--- src/hw/rtl/marker_length_frame_deframer_core_defines.svh ---
// assertion macros for the marker length frame deframer
// needs a clock named clock and a reset named reset in the module that uses them
`ifndef MARKER_LENGTH_FRAME_DEFRAMER_CORE_DEFINES_SVH
`define MARKER_LENGTH_FRAME_DEFRAMER_CORE_DEFINES_SVH

// same-cycle implication
`define MLFD_ASSERT_NOW(label, ante, cons) \
   label: assert property (@(posedge clock) disable iff (reset) (ante) |-> (cons)) \
      else $error("mlfd assertion failed");

// next-cycle implication
`define MLFD_ASSERT_NEXT(label, ante, cons) \
   label: assert property (@(posedge clock) disable iff (reset) (ante) |=> (cons)) \
      else $error("mlfd assertion failed");

`endif

--- src/hw/rtl/mlfd_pkg.sv ---
// shared types and constants of the marker length frame deframer
// no dependencies
package mlfd_pkg;

   localparam logic [7:0] CR = 8'h0D;
   localparam logic [7:0] LF = 8'h0A;
   localparam logic [15:0] JPEG_SOI = 16'hFFD8;
   localparam logic [15:0] JPEG_EOI = 16'hFFD9;

   localparam logic [2:0] ST_OK        = 3'd0;
   localparam logic [2:0] ST_BAD_START = 3'd1;
   localparam logic [2:0] ST_BAD_END   = 3'd2;
   localparam logic [2:0] ST_NOT_IMAGE = 3'd3;
   localparam logic [2:0] ST_OVERSIZE  = 3'd4;
   localparam logic [2:0] ST_ABORTED   = 3'd5;

   localparam int CSR_INDEX_W = 2;
   localparam logic [CSR_INDEX_W-1:0] CSR_IMAGE_TYPE = 2'd0;
   localparam logic [CSR_INDEX_W-1:0] CSR_MAX_LEN    = 2'd1;

   localparam logic [31:0] MAX_LEN_RESET = 32'd4000000;

   // one classified byte: the byte and whether it completes a marker
   typedef struct packed {
      logic [7:0] data;
      logic       marker;
   } entry_type;

endpackage

--- src/hw/rtl/mlfd_front.sv ---
// front end: accepts link bytes and tracks the CR LF CR LF marker
// depends on mlfd_pkg
module mlfd_front (
   input  logic                clock,
   input  logic                reset,
   input  logic                req_valid,
   input  logic [7:0]          req_in_byte,
   output logic                req_stall,
   input  logic                q_full,
   output logic                push,
   output mlfd_pkg::entry_type entry
);

   logic [1:0] marker_ff;
   logic [1:0] marker_in;
   logic [7:0] want;
   logic       done;

   assign req_stall = q_full;
   assign push      = req_valid && !q_full;

   always_comb begin
      want      = (marker_ff == 2'd0 || marker_ff == 2'd2) ? mlfd_pkg::CR : mlfd_pkg::LF;
      done      = 1'b0;
      marker_in = marker_ff;
      if (push) begin
         if (req_in_byte == want) begin
            if (marker_ff == 2'd3) begin
               done      = 1'b1;
               // trailing cr lf starts the next marker
               marker_in = 2'd2;
            end else begin
               marker_in = marker_ff + 2'd1;
            end
         end else begin
            marker_in = (req_in_byte == mlfd_pkg::CR) ? 2'd1 : 2'd0;
         end
      end
   end

   assign entry.data   = req_in_byte;
   assign entry.marker = done;

   always_ff @(posedge clock) begin
      if (reset) begin
         marker_ff <= 2'd0;
      end else begin
         marker_ff <= marker_in;
      end
   end

endmodule

--- src/hw/rtl/mlfd_queue.sv ---
// short queue of classified bytes between front and back
// depends on mlfd_pkg and the assertion macro header
`include "marker_length_frame_deframer_core_defines.svh"
module mlfd_queue #(
   parameter int DEPTH = 4
) (
   input  logic                clock,
   input  logic                reset,
   input  logic                push,
   input  mlfd_pkg::entry_type push_entry,
   output logic                full,
   input  logic                pop,
   output logic                q_valid,
   output mlfd_pkg::entry_type head
);

   localparam int PTR_W = $clog2(DEPTH);
   localparam int CNT_W = $clog2(DEPTH + 1);
   localparam logic [PTR_W-1:0] LAST_PTR = PTR_W'(DEPTH - 1);
   localparam logic [CNT_W-1:0] FULL_CNT = CNT_W'(DEPTH);

   mlfd_pkg::entry_type entries_ff [DEPTH];
   logic [PTR_W-1:0] wr_ptr_ff;
   logic [PTR_W-1:0] wr_ptr_in;
   logic [PTR_W-1:0] rd_ptr_ff;
   logic [PTR_W-1:0] rd_ptr_in;
   logic [CNT_W-1:0] count_ff;
   logic [CNT_W-1:0] count_in;

   assign full    = (count_ff == FULL_CNT);
   assign q_valid = (count_ff != '0);
   assign head    = entries_ff[rd_ptr_ff];

   always_comb begin
      wr_ptr_in = wr_ptr_ff;
      rd_ptr_in = rd_ptr_ff;
      count_in  = count_ff;
      if (push) begin
         wr_ptr_in = (wr_ptr_ff == LAST_PTR) ? '0 : wr_ptr_ff + 1'b1;
      end
      if (pop) begin
         rd_ptr_in = (rd_ptr_ff == LAST_PTR) ? '0 : rd_ptr_ff + 1'b1;
      end
      if (push && !pop) begin
         count_in = count_ff + 1'b1;
      end else if (pop && !push) begin
         count_in = count_ff - 1'b1;
      end
   end

   always_ff @(posedge clock) begin
      if (push) begin
         entries_ff[wr_ptr_ff] <= push_entry;
      end
   end

   always_ff @(posedge clock) begin
      if (reset) begin
         wr_ptr_ff <= '0;
         rd_ptr_ff <= '0;
         count_ff  <= '0;
      end else begin
         wr_ptr_ff <= wr_ptr_in;
         rd_ptr_ff <= rd_ptr_in;
         count_ff  <= count_in;
      end
   end

   `MLFD_ASSERT_NOW(a_count_bound, 1'b1, count_ff <= FULL_CNT)
   `MLFD_ASSERT_NEXT(a_count_grows, push && !pop, count_ff == $past(count_ff) + 1'b1)
   `MLFD_ASSERT_NOW(a_no_pop_empty, pop, q_valid)

endmodule

--- src/hw/rtl/mlfd_back.sv ---
// back end: header parse, payload pass-through, frame status and result register
// depends on mlfd_pkg and the assertion macro header
`include "marker_length_frame_deframer_core_defines.svh"
module mlfd_back (
   input  logic                                 clock,
   input  logic                                 reset,
   input  logic                                 csr_write,
   input  logic [mlfd_pkg::CSR_INDEX_W-1:0]     csr_index,
   input  logic [31:0]                          csr_wdata,
   input  logic                                 q_valid,
   input  mlfd_pkg::entry_type                  head,
   output logic                                 pop,
   output logic                                 rsp_valid,
   input  logic                                 rsp_stall,
   output logic [7:0]                           rsp_out_byte,
   output logic                                 rsp_byte_valid,
   output logic [31:0]                          rsp_frame_kind,
   output logic                                 rsp_end_of_frame,
   output logic [2:0]                           rsp_frame_status
);

   localparam logic [1:0] PH_HUNT = 2'd0;
   localparam logic [1:0] PH_TYPE = 2'd1;
   localparam logic [1:0] PH_LEN  = 2'd2;
   localparam logic [1:0] PH_DATA = 2'd3;

   logic [31:0] image_type_ff;
   logic [31:0] max_len_ff;

   logic [1:0]  phase_ff, phase_in;
   logic [1:0]  hdr_cnt_ff, hdr_cnt_in;
   logic [31:0] kind_ff, kind_in;
   logic [31:0] len_ff, len_in;
   logic [31:0] left_ff, left_in;
   logic        start_ok_ff, start_ok_in;
   logic [15:0] last_ff, last_in;
   logic [1:0]  pos_ff, pos_in;

   logic        rsp_valid_ff, rsp_valid_in;
   logic [7:0]  out_byte_ff;
   logic        byte_valid_ff;
   logic [31:0] kind_out_ff;
   logic        end_ff;
   logic [2:0]  status_ff;

   logic        can_load;
   logic        emit;
   logic [7:0]  e_byte;
   logic        e_valid;
   logic        e_end;
   logic [2:0]  e_status;
   logic [7:0]  b;
   logic [15:0] new_last;
   logic        new_start;
   logic [31:0] full_len;
   logic [31:0] lane;

   assign can_load = !rsp_valid_ff || !rsp_stall;
   assign pop      = q_valid && can_load;
   assign b        = head.data;
   assign new_last = {last_ff[7:0], b};
   assign lane     = {24'd0, b} << {hdr_cnt_ff, 3'b000};
   assign full_len = len_ff | {b, 24'd0};

   always_comb begin
      phase_in    = phase_ff;
      hdr_cnt_in  = hdr_cnt_ff;
      kind_in     = kind_ff;
      len_in      = len_ff;
      left_in     = left_ff;
      start_ok_in = start_ok_ff;
      last_in     = last_ff;
      pos_in      = pos_ff;
      emit        = 1'b0;
      e_byte      = 8'd0;
      e_valid     = 1'b0;
      e_end       = 1'b0;
      e_status    = mlfd_pkg::ST_OK;
      new_start   = start_ok_ff;
      if (pop) begin
         if (head.marker) begin
            if (phase_ff == PH_DATA) begin
               emit     = 1'b1;
               e_end    = 1'b1;
               e_status = mlfd_pkg::ST_ABORTED;
            end
            phase_in   = PH_TYPE;
            hdr_cnt_in = 2'd0;
            kind_in    = 32'd0;
            len_in     = 32'd0;
         end else begin
            unique case (phase_ff)
               PH_HUNT: begin
               end
               PH_TYPE: begin
                  kind_in = kind_ff | lane;
                  if (hdr_cnt_ff == 2'd3) begin
                     phase_in   = PH_LEN;
                     hdr_cnt_in = 2'd0;
                  end else begin
                     hdr_cnt_in = hdr_cnt_ff + 2'd1;
                  end
               end
               PH_LEN: begin
                  len_in = len_ff | lane;
                  if (hdr_cnt_ff != 2'd3) begin
                     hdr_cnt_in = hdr_cnt_ff + 2'd1;
                  end else begin
                     hdr_cnt_in  = 2'd0;
                     start_ok_in = 1'b0;
                     last_in     = 16'd0;
                     if (full_len > max_len_ff) begin
                        phase_in = PH_HUNT;
                        emit     = 1'b1;
                        e_end    = 1'b1;
                        e_status = mlfd_pkg::ST_OVERSIZE;
                     end else if (full_len == 32'd0) begin
                        phase_in = PH_HUNT;
                        emit     = 1'b1;
                        e_end    = 1'b1;
                        e_status = (kind_ff != image_type_ff) ? mlfd_pkg::ST_NOT_IMAGE
                                                              : mlfd_pkg::ST_BAD_START;
                     end else begin
                        left_in  = full_len;
                        pos_in   = 2'd0;
                        phase_in = PH_DATA;
                     end
                  end
               end
               PH_DATA: begin
                  last_in = new_last;
                  if (pos_ff == 2'd1) begin
                     new_start = (new_last == mlfd_pkg::JPEG_SOI);
                  end
                  start_ok_in = new_start;
                  pos_in      = (pos_ff == 2'd2) ? 2'd2 : pos_ff + 2'd1;
                  left_in     = left_ff - 32'd1;
                  emit        = 1'b1;
                  e_byte      = b;
                  e_valid     = 1'b1;
                  if (left_ff == 32'd1) begin
                     phase_in = PH_HUNT;
                     e_end    = 1'b1;
                     if (kind_ff != image_type_ff) begin
                        e_status = mlfd_pkg::ST_NOT_IMAGE;
                     end else if (!new_start) begin
                        e_status = mlfd_pkg::ST_BAD_START;
                     end else if (new_last != mlfd_pkg::JPEG_EOI) begin
                        e_status = mlfd_pkg::ST_BAD_END;
                     end else begin
                        e_status = mlfd_pkg::ST_OK;
                     end
                  end
               end
               default: begin
               end
            endcase
         end
      end
      rsp_valid_in = can_load ? (pop && emit) : rsp_valid_ff;
   end

   // configuration registers
   always_ff @(posedge clock) begin
      if (reset) begin
         image_type_ff <= 32'd0;
         max_len_ff    <= mlfd_pkg::MAX_LEN_RESET;
      end else if (csr_write) begin
         case (csr_index)
            mlfd_pkg::CSR_IMAGE_TYPE: image_type_ff <= csr_wdata;
            mlfd_pkg::CSR_MAX_LEN:    max_len_ff    <= csr_wdata;
            default: begin
            end
         endcase
      end
   end

   always_ff @(posedge clock) begin
      if (reset) begin
         phase_ff     <= PH_HUNT;
         hdr_cnt_ff   <= 2'd0;
         kind_ff      <= 32'd0;
         len_ff       <= 32'd0;
         left_ff      <= 32'd0;
         start_ok_ff  <= 1'b0;
         last_ff      <= 16'd0;
         pos_ff       <= 2'd0;
         rsp_valid_ff <= 1'b0;
      end else begin
         phase_ff     <= phase_in;
         hdr_cnt_ff   <= hdr_cnt_in;
         kind_ff      <= kind_in;
         len_ff       <= len_in;
         left_ff      <= left_in;
         start_ok_ff  <= start_ok_in;
         last_ff      <= last_in;
         pos_ff       <= pos_in;
         rsp_valid_ff <= rsp_valid_in;
      end
   end

   // result register payload
   always_ff @(posedge clock) begin
      if (pop && emit) begin
         out_byte_ff   <= e_byte;
         byte_valid_ff <= e_valid;
         kind_out_ff   <= kind_ff;
         end_ff        <= e_end;
         status_ff     <= e_status;
      end
   end

   assign rsp_valid        = rsp_valid_ff;
   assign rsp_out_byte     = out_byte_ff;
   assign rsp_byte_valid   = byte_valid_ff;
   assign rsp_frame_kind   = kind_out_ff;
   assign rsp_end_of_frame = end_ff;
   assign rsp_frame_status = status_ff;

   `MLFD_ASSERT_NOW(a_empty_needs_end, rsp_valid_ff && !byte_valid_ff, end_ff)
   `MLFD_ASSERT_NOW(a_status_only_at_end, rsp_valid_ff && !end_ff, status_ff == mlfd_pkg::ST_OK)
   `MLFD_ASSERT_NEXT(a_abort_emits, pop && head.marker && phase_ff == PH_DATA,
                     rsp_valid_ff && end_ff && status_ff == mlfd_pkg::ST_ABORTED)

endmodule

--- src/hw/rtl/marker_length_frame_deframer_core.sv ---
// marker length frame deframer, top level
// depends on mlfd_pkg, mlfd_front, mlfd_queue and mlfd_back
//
// usage: link bytes enter on the req_ channel, one item per byte. the block hunts
// for CR LF CR LF, reads a little-endian type word and length word, then passes
// the payload out on the rsp_ channel; the last payload item carries end_of_frame
// and the frame status. a marker inside a payload closes the frame as aborted, and
// a zero or oversize length closes it, each with an item that has no byte. other
// header bytes and markers give no item. csr_ writes set the image type code
// (index 0) and the payload limit (index 1); write only while the block is idle.
// throughput: one byte per cycle when rsp_ is not stalled, set by the back-end step.
// a byte is written into the queue, then popped by the back end into the result
// register that drives rsp_; bytes queued ahead of it are popped first.
// the front stalls req_ only when the QUEUE_DEPTH-entry queue is full; a stall
// on rsp_ holds the result register, and the queue absorbs QUEUE_DEPTH more bytes.
// reset (synchronous) empties the queue, clears the result valid flag, restarts
// the marker hunt and restores the register defaults.
module marker_length_frame_deframer_core #(
   parameter int QUEUE_DEPTH = 4
) (
   input  logic                                 clock,
   input  logic                                 reset,
   input  logic                                 req_valid,
   output logic                                 req_stall,
   input  logic [7:0]                           req_in_byte,
   output logic                                 rsp_valid,
   input  logic                                 rsp_stall,
   output logic [7:0]                           rsp_out_byte,
   output logic                                 rsp_byte_valid,
   output logic [31:0]                          rsp_frame_kind,
   output logic                                 rsp_end_of_frame,
   output logic [2:0]                           rsp_frame_status,
   input  logic                                 csr_write,
   input  logic [mlfd_pkg::CSR_INDEX_W-1:0]     csr_index,
   input  logic [31:0]                          csr_wdata
);

   logic                push;
   logic                q_full;
   logic                q_valid;
   logic                pop;
   mlfd_pkg::entry_type push_entry;
   mlfd_pkg::entry_type head;

   mlfd_front u_front (
      .clock       (clock),
      .reset       (reset),
      .req_valid   (req_valid),
      .req_in_byte (req_in_byte),
      .req_stall   (req_stall),
      .q_full      (q_full),
      .push        (push),
      .entry       (push_entry)
   );

   mlfd_queue #(
      .DEPTH (QUEUE_DEPTH)
   ) u_queue (
      .clock      (clock),
      .reset      (reset),
      .push       (push),
      .push_entry (push_entry),
      .full       (q_full),
      .pop        (pop),
      .q_valid    (q_valid),
      .head       (head)
   );

   mlfd_back u_back (
      .clock            (clock),
      .reset            (reset),
      .csr_write        (csr_write),
      .csr_index        (csr_index),
      .csr_wdata        (csr_wdata),
      .q_valid          (q_valid),
      .head             (head),
      .pop              (pop),
      .rsp_valid        (rsp_valid),
      .rsp_stall        (rsp_stall),
      .rsp_out_byte     (rsp_out_byte),
      .rsp_byte_valid   (rsp_byte_valid),
      .rsp_frame_kind   (rsp_frame_kind),
      .rsp_end_of_frame (rsp_end_of_frame),
      .rsp_frame_status (rsp_frame_status)
   );

endmodule

--- config.mk ---
export PLATFORM = sky130hd
export DESIGN_NAME = marker_length_frame_deframer_core
export DESIGN_NICKNAME = d
export VERILOG_FILES = /design/src/hw/rtl/mlfd_pkg.sv /design/src/hw/rtl/mlfd_front.sv /design/src/hw/rtl/mlfd_queue.sv /design/src/hw/rtl/mlfd_back.sv /design/src/hw/rtl/marker_length_frame_deframer_core.sv
export VERILOG_INCLUDE_DIRS = /design/src /design/src/hw/rtl
export SDC_FILE = /design/constraint.sdc
export NUM_CORES = 1
export LEC_CHECK = 0
export ABC_AREA = 1
export BUFFER_PORTS_ARGS = -buffer_cell sky130_fd_sc_hd__buf_2
export CAP_MARGIN = 20
export CELL_PAD_IN_SITES_DETAIL_PLACEMENT = 1
export CELL_PAD_IN_SITES_GLOBAL_PLACEMENT = 2
export CORE_UTILIZATION = 36
export DETAILED_ROUTE_END_ITERATION = 7
export PLACE_DENSITY_LB_ADDON = 0.12
export RECOVER_POWER = 100
export SLEW_MARGIN = 20
export SYNTH_ARGS = -nofsm -noshare
export SYNTH_HDL_FRONTEND = slang
export SYNTH_SLANG_ARGS = --single-unit
--- constraint.sdc ---
create_clock -name clock -period 4 [get_ports clock]
set_input_delay 0.2 -clock clock [delete_from_list [all_inputs] [get_ports clock]]
set_output_delay 0.2 -clock clock [all_outputs]
set_load 0.02 [all_outputs]
==> results.sh <==
export IMPL_worst_setup_path_start_kind="primary input"
export IMPL_drive_gt1_share_pct=9.86
export IMPL_p_per_area_nw_per_um2=675
export IMPL_clock_sink_count=268
export IMPL_timing_final_crit_share_pct=87.4
export IMPL_final_setup_worst_slack_ps=502
export IMPL_finalWirelength_mm=40.3
export IMPL_portBuffers=93
export IMPL_area_growth_pct=17.4
export IMPL_overall_via_count_from_detail_route=10800
export IMPL_grt_pass1_wl_mm=63.4
export IMPL_drt_drc_violations_left=0
export IMPL_synth_net_count=1636
export IMPL_violations="capacitance limit, slew limit"
export IMPL_max_slew_margin_rel_pct=-57.1
export IMPL_cts_resized_gates=0
export IMPL_number_of_h_tree_branching_levels=1
export IMPL_ys_async_sr_fraction_pct=0
export IMPL_cts_root_to_sink_buffers=3
export IMPL_die_area_um2=35800
export IMPL_tritoncts_clock_tree="yes"
export IMPL_start_util_pct=36.6
export IMPL_synth_sequential_area_ratio_pct=48.9
export IMPL_postSynthCellCount=1545
export IMPL_post_route_min_period_ps=3500
export IMPL_yosys_cell_types_count=50
export IMPL_ant_nets=0
export IMPL_worst_path_largest_cell_delay_ps=1500
export IMPL_synth_top_flop_cell="dfxtp_1"
export IMPL_die_y_um=189
export IMPL_cts_made_buffers=31
export IMPL_dr_pass1_iters=5
export IMPL_setup_violations=0
export IMPL_final_setup_tns_ps=0
export IMPL_worstPathArrival_ps=3980
export IMPL_fmaxAchievable_mhz=286
export IMPL_hold_path_class="in2reg"
export IMPL_ir_drop_mv=0.384
export IMPL_total_grt_usage_pct=22.7
export IMPL_synth_edff_count=81
export IMPL_static_leakage_nw=6.08
export IMPL_worstSetupPathType="in2reg"
export IMPL_post_synth_cell_area_avg_um2=8.17
export IMPL_stdcell_count=2149
export IMPL_unrepaired_setup_endpoints_after_global_routing="false"
export IMPL_maxCapViolations=2
export IMPL_multi_input_comb_area_um2=5480
export IMPL_layout_filler_cells=4265
export IMPL_dieWidth_um=189
export IMPL_placement_rows=68
export IMPL_num_antenna_cells=0
export IMPL_seqCellArea_um2=6180
export IMPL_pre_cts_slack_ps=783
export IMPL_cp_data_required_time_ps=4480
export IMPL_post_place_cells=2051
export IMPL_outcome="complete, but fails checks"
export IMPL_grt_pass1_vias=10900
export IMPL_detail_route_wl_per_cell_um=18.7
export IMPL_ios=94
export IMPL_mappedNetlistArea_um2=12600
export IMPL_timing_critical_path_cells="buf_2, clkbuf_1, inv_1, clkbuf_1, o21ai_0, a21oi_1"
export IMPL_final_max_slew_violation_count=76
export IMPL_end_kind="flop"
export IMPL_cp_common_cell="clkbuf_1"
export IMPL_drt_iter0_markers=566
export IMPL_finish_net_count=1760
export IMPL_cp_max_fo=41
export IMPL_flip_flop_and_latch_count_after_synthesis=268
export IMPL_max_slew_worst_pin_slew_ps=2360
export IMPL_critical_path_slowest_cell="clkbuf_1"
export IMPL_path_clk_slew_ps=60
export IMPL_dp_hpwl_mm=29.0
export IMPL_clkLatencyLatePin_ps=570
export IMPL_grt_start_max_net_pins=65
export IMPL_master_cell_of_the_clock_root_buffer="clkbuf_16"
export IMPL_gp_routability_congestion=0.830
export IMPL_overflow=0
export IMPL_final_hold_violation_count=0
export IMPL_core_area_um2=34500
export IMPL_hold_slack_ps=46.9
export IMPL_viasPerCell=5.01
export IMPL_number_of_antenna_violations_at_the_first_check_in_global_routing=0
export IMPL_clock_skew_final_ps=16.9
export IMPL_yosys_warnings=0
## cells by family after synthesis
| kind of cell | synth area share, % |
|---|---|
| adders and majority gates | 4.42 |
| AOI/OAI and AO/OA | 12.4 |
| buffers and inverters | 7.32 |
| xor gates and xnor gates | 2.77 |
| muxes | 0.0793 |
| and+or+nand+nor | 24.1 |
| DFF | 48.9 |
## flip-flops by register name (all words and copies together) (netlist names), 2 cells and up, named ones only
signal                   flops
u_queue.entries_ff          36
u_back.image_type_ff        32
u_back.kind_ff              32
u_back.left_ff              32
u_back.len_ff               32
u_back.max_len_ff           32
u_back.rsp_frame_kind       32
u_back.last_ff               8
u_back.rsp_out_byte          8
u_back.rsp_frame_status      3
u_queue.count_ff             3
u_back.hdr_cnt_ff            2
u_back.phase_ff              2
u_back.pos_ff                2
u_front.marker_ff            2
u_queue.rd_ptr_ff            2
u_queue.wr_ptr_ff            2
## layout by cell type (no fill, tap or decap), drive strengths merged, types with 40 or more instances in the layout
master and n:
buf 53, dfxtp 187, nor2 232, clkbuf 104
edfxtp 81, dlygate4sd3 40, ha 43, nand3 81
a21oi 166, nor3 47, inv 156, nand2 287
o21ai 91
## Yosys cell counts, types with 3 or more instances
cell      number  area [µm²]
a21oi_2       19         166
nand2_2       32         200
and3_1        11        68.8
ha_1          43         538
nor3_2         3        30.0
dfxtp_1      187        3740
edfxtp_1      81        2430
or2_2          8        50.1
nand4_1       16         100
a31oi_1        5        31.3
nand2_4        4        45.0
inv_1        151         567
o211ai_1       8        60.1
nand3_1       74         370
xnor2_1       18         158
buf_6          6        67.6
nor3_1        43         215
nor2_1       231         867
clkinv_1       3        11.3
a211oi_1       3        22.5
clkbuf_1      49         184
a21oi_1      147         736
o21ai_0       90         450
nand3_2        6        60.1
buf_2          4        20.0
xor2_1        22         193
nand2_1      250         938
## report_power, final
group          total, W  switching [W]  internal (W)
clock           0.00291        0.00117       0.00174
sequential      0.00338       0.000277       0.00310
combinational   0.00372        0.00257       0.00114
total            0.0100        0.00402       0.00599
## routing by layer
metal  part of all wire, %  vias to the layer above  GRT usage [%]
li1                      -                     5323              -
met1                    52                     5231           34.0
met2                    43                      160           34.9
met3                   3.0                       42           2.32
met4                   1.7                        0           4.96
met5                     0                        -              0
## critical path, delay by kind of cell
| family | cells | cell delay [ps] |
|---|---|---|
| buffers and inverters | 4 | 2870 |
| AO/OA/AOI/OAI | 2 | 850 |
## metrics by stage
step / utilization, % / area [µm²] / total power, W
detailed placement: 39.2 / 13500 / 0.00716
global route: 42.9 / 14800 / 0.0107
finish: 42.9 / 14800 / 0.0100
floorplan: - / 12600 / 0.00596
CTS: 43.3 / 15000 / 0.0102
global placement: 39.2 / 13500 / 0.00711
## worst paths after layout
path / startpoint / endpoint / slack [ps] / cells past startpoint
max: reset / u_back.max_len_ff[13] / 500 / 6
max reg2reg: flop / u_back.left_ff[12] / 650 / 17
min reg2reg: u_back.kind_ff[21] / u_back.rsp_frame_kind[21] / 440 / 0
min: rsp_stall / u_back.rsp_valid / 50 / 3
## final cells by class
cell class | instances | share of cell area, %
Clock buffer | 43 | 5.74
Multi-Input combinational cell | 1055 | 37.0
Tap cell | 455 | 3.84
Clock inverter | 15 | 1.29
Inverter | 159 | 4.06
Sequential cell | 268 | 41.7
Timing Repair Buffer | 154 | 6.40
## repair_timing
item,4_1_cts,5_1_grt
endpoints found under the hold margin,94,0
buffers inserted,0,0
hold buffers,40,0
Note: power is estimated with default switching activity, not from simulation.
